### config.mk
export PLATFORM = sky130hd
export DESIGN_NAME = vn3_digit
export DESIGN_NICKNAME = d
export VERILOG_FILES = /design/src/design/vn3_pkg.sv /design/src/design/vn3_digit.sv
export SDC_FILE = /design/constraint.sdc
export NUM_CORES = 2
export LEC_CHECK = 0
export BUFFER_PORTS_ARGS = -buffer_cell sky130_fd_sc_hd__buf_2
export CORE_AREA = 2 2 607 609
export CTS_CLUSTER_DIAMETER = 200
export CTS_CLUSTER_SIZE = 16
export DETAILED_ROUTE_END_ITERATION = 10
export DIE_AREA = 0 0 609 611
export PLACE_DENSITY = 0.31
export SYNTH_ARGS = -nofsm -noshare
export SYNTH_HDL_FRONTEND = slang
export SYNTH_SLANG_ARGS = --single-unit
### constraint.sdc
create_clock -name clk_i -period 0.8 [get_ports clk_i]
set_input_delay 0.16 -clock clk_i [delete_from_list [all_inputs] [get_ports clk_i]]
set_output_delay 0.16 -clock clk_i [all_outputs]
set_load 0.01 [all_outputs]
### src/design/vn3_pkg.sv
// vn3_pkg: widths, pipeline data types and constants for vector_normalize_3d
// no dependencies
package vn3_pkg;

  localparam int IN_WIDTH      = 32;
  localparam int OUT_FRAC_BITS = 30;
  localparam int OUT_WIDTH     = 32;

  // squared magnitude, sum of three squares
  localparam int SQ_WIDTH  = 2 * IN_WIDTH;
  localparam int SUM_WIDTH = 2 * IN_WIDTH + 2;
  // residual and doubled partial product of the digit recurrence
  localparam int ACC_WIDTH = 2 * IN_WIDTH + OUT_FRAC_BITS + 8;
  // unit magnitude, one bit per digit step
  localparam int Q_WIDTH   = OUT_FRAC_BITS + 1;
  localparam int NUM_STEPS = OUT_FRAC_BITS + 1;

  // front end stages + digit steps + output stage
  localparam int PIPE_DEPTH = 3 + NUM_STEPS + 1;

  localparam logic [Q_WIDTH-1:0] Q_ONE = Q_WIDTH'(1) << OUT_FRAC_BITS;

  typedef struct packed {
    logic [ACC_WIDTH-1:0] rem;  // residual, scaled for the next step
    logic [ACC_WIDTH-1:0] p2;   // twice the partial quotient times the sum
    logic [Q_WIDTH-1:0]   q;    // result bits found so far
  } lane_t;

  typedef struct packed {
    logic                 vld;
    logic                 zero;
    logic [2:0]           neg;
    logic [SUM_WIDTH-1:0] s;
    lane_t [2:0]          ln;
  } step_t;

endpackage

### src/design/vn3_digit.sv
// vn3_digit: one registered step of the unit magnitude digit search, three lanes
// depends on vn3_pkg
module vn3_digit
  import vn3_pkg::*;
(
  input  logic  clk_i,
  input  logic  rst_ni,
  input  step_t step_i,
  output step_t step_o
);

  step_t step_d, step_q;
  logic  vld_q;

  always_comb begin
    logic [ACC_WIDTH+1:0] diff;
    logic                 take;
    logic [ACC_WIDTH-1:0] rem;
    logic [ACC_WIDTH-1:0] p2;
    step_d = step_i;
    for (int k = 0; k < 3; k++) begin
      // trial bit set: residual - 2*p2 - s must stay non-negative
      diff = {2'b00, step_i.ln[k].rem} - {1'b0, step_i.ln[k].p2, 1'b0}
             - (ACC_WIDTH+2)'(step_i.s);
      take = ~diff[ACC_WIDTH+1];
      rem  = take ? diff[ACC_WIDTH-1:0] : step_i.ln[k].rem;
      p2   = step_i.ln[k].p2 + (take ? ACC_WIDTH'(step_i.s) : ACC_WIDTH'(0));
      step_d.ln[k].rem = {rem[ACC_WIDTH-3:0], 2'b00};
      step_d.ln[k].p2  = {p2[ACC_WIDTH-2:0], 1'b0};
      step_d.ln[k].q   = {step_i.ln[k].q[Q_WIDTH-2:0], take};
    end
  end

  always_ff @(posedge clk_i or negedge rst_ni) begin
    if (!rst_ni) begin
      vld_q <= 1'b0;
    end else begin
      vld_q <= step_i.vld;
    end
  end

  always_ff @(posedge clk_i) begin
    step_q <= step_d;
  end

  always_comb begin
    step_o     = step_q;
    step_o.vld = vld_q;
  end

endmodule

==> results_dict.tcl <==
set metrics [dict create \
    slew_violations 0 \
    synth.top_cell.area_share_pct 26.2 \
    cts_tree "built" \
    ys_seq_elements 767 \
    totalWireLength_mm 424 \
    cts_root_buffer "clkbuf_16" \
    post-route-util_pct 29.0 \
    layout.nets 13525 \
    min_path_type "in -> reg" \
    fin_crit_sh_pct 896 \
    drive_gt1_share_pct 42.3 \
    crit_start "step_i[712]" \
    grt_max_degree 74 \
    period_minus_slack_ps 7170 \
    ctsHtreeMaxLevel 2 \
    outcome "finished with violations" \
    drc 0 \
    fmax_mhz 140 \
    place_congestion 0.915 \
    synthCells 7052 \
    worst_ep_required_time_ps 1490 \
    io_buffers 1541 \
    fp.dieW_um 609 \
    critPathMaxStageDelay_ps 510 \
    power_density_nw_per_um2 2060 \
    crit_path_max_fanout 8 \
    tns_ps -3266910 \
    design.core.area_um2 365000 \
    ys_warn_count 0 \
    grt_util_all_layers_pct 21.9 \
    antenna_found_initial 244 \
    fp.dieH_um 611 \
    vdd_drop_max_mv 1.74 \
    cellLeakagePower_uw 0.0524 \
    synthAdderAreaFrac_pct 20.1 \
    grt_pass1_wl_mm 574 \
    fill_cells 40014 \
    final_cell_mix "buf_4 (2756), buf_2 (1511), dfxtp_1 (766)" \
    num_rows 222 \
    synth_top_family_by_area "compound AO/OA/AOI/OAI gates" \
    min_from "step_i[266]" \
    synth_compound_gate_area_share_pct 20.1 \
    crit_path_top_delay_cell "fa_1" \
    rsz0062_at_grt "true" \
    place_inst 15971 \
    synth-edff-count 0 \
    cp.arrival_ps 7860 \
    start_util_pct 16.1 \
    first_pass_iters 5 \
    yosysTopAreaCell "dfxtp_1" \
    layout.cells.non_filler 16851 \
    endpoint_kind "register" \
    slew_headroom_pct 2.20 \
    drt-initial-drc-count 3711 \
    worst_slack_ps -6370 \
    crit_type "in -> reg" \
    mostFrequentLayoutCell "buf_4" \
    synth_xor_area_share_pct 8.65 \
    syn_area_um2 58600 \
    synth_top_cells_by_area "dfxtp_1 (26%), ha_1 (13%), fa_1 (6.8%)" \
    clk_pin_slew_ps 90 \
    syn2layout_area_growth_pct 80.9 \
    finalHoldViolCount 56 \
    cts_buffers 58 \
    clock-sinks 767 \
    postRouteAntennaNets 0 \
    yosysSeqAreaShare_pct 26.2 \
    yosys-mux-area-fraction_pct 3.39 \
    cts_buffer_depth 3 \
    synth_ff_type "dfxtp_1" \
    violations "negative hold slack, max-capacitance violations, negative setup slack" \
    grt.overflow.total 0 \
    synth-simple-area-share_pct 14.8 \
    pin_count 1554 \
    wire_per_inst_um 25.2 \
    yosysUniqueCellTypes 81 \
    dieArea_um2 372000 \
    synthArstFlopShare_pct 0.130 \
    vias_per_cell 4.20 \
    vias 70783 \
    syn_area_per_cell_um2 8.31 \
    max_cap_violations 1 \
    grt_pass1_vias 74017 \
    setup_viol 1373 \
    place_hpwl_mm 370 \
    fin_hold_ws_ps -338 \
    total_power_uw 218000 \
    max_slew.worst_pin.slew_ps 1450 \
    worstSetupStartpointType "input port" \
]
[layer usage]
metal  track usage [%]  vias up  part of all wire [%]
li1                  -    34197                     -
met1              23.1    34018                    37
met2              41.8     1792                    52
met3              4.52      636                   5.5
met4              9.34      140                   5.2
met5                 0        -                  0.21
[area by class of cell]
type	instances	area, µm²	share of cell area (%)
diodes	97	243	0.229
clock buffers	61	1470	1.39
clock inverters	12	189	0.178
inverters	748	2850	2.69
multi-input cells	5266	42200	39.8
flip-flops and latches	767	15400	14.5
well taps	4816	6030	5.68
repair buffers	5084	37700	35.6
[worst paths after layout]
check	end	slack, ps	cells after the start
max	step_o[118]$_DFF_P_	-6370	39
min in group asynchronous	vld_q$_DFF_PN0_	210	3
min	step_o[267]$_DFF_P_	-340	2
max in group asynchronous	vld_q$_DFF_PN0_	480	3
[flip-flops by register name (all words and copies together) (netlist names)]
name	flops
step_o	766
vld_q	1
[cell usage after synthesis, types with 23 or more instances]
cell,count
a31oi_1,62
inv_1,747
o21bai_1,112
a211oi_1,33
nand3_1,152
o211ai_1,29
nor2b_1,53
xor2_1,206
clkbuf_1,242
o31ai_1,36
a21oi_1,617
mux2_2,98
and2_1,175
nand2_1,528
nand4_1,172
and3_1,73
o21ai_0,436
nor2_1,408
dfxtp_1,766
mux2i_1,43
mux2_4,30
o21a_1,56
xnor2_1,373
a21o_1,305
a21boi_0,23
ha_1,624
nor4_1,27
fa_1,198
nor3_1,76
nand2b_1,45
[per-stage QoR]
step	setup WS [ps]	instance area [µm²]
finish	-6370	106000
global placement	-8050	95400
detailed placement	-8190	95400
global route	-6560	106000
floorplan	-6340	60200
CTS	-6710	105000
[timing repair]
action,in CTS,in global routing
pin swaps,87,92
endpoints found under the setup margin,1373,1373
gates cloned,1,0
buffers inserted,33,17
hold endpoints to repair,711,103
hold buffers,661,1
gates resized for setup,155,143
[where the power goes]
part           switching, µW  total [µW]  internal (µW)
clock                  18200       31800          13600
sequential              4870       52600          47700
combinational          71500      134000          62300
[critical path: cells and delay by family]
family                   cells  cell delay [ps]
adder cells (fa/ha/maj)      3             1090
XOR/XNOR                     1              150
AO/OA/AOI/OAI               17             3510
buffers and inverters       10             1510
AND/OR/NAND/NOR              8             1340
[kinds of logic (layout without fill, tap and decap cells)]
family | after synthesis | count (layout)
other | 1 | 106
adders and majority gates | 822 | 822
and+or+nand+nor | 1789 | 1789
AOI/OAI and AO/OA | 1896 | 1896
buffers and inverters | 1027 | 5905
xor gates and xnor gates | 579 | 579
DFF | 767 | 767
muxes | 171 | 171
Power figures use the tool's default switching activity.
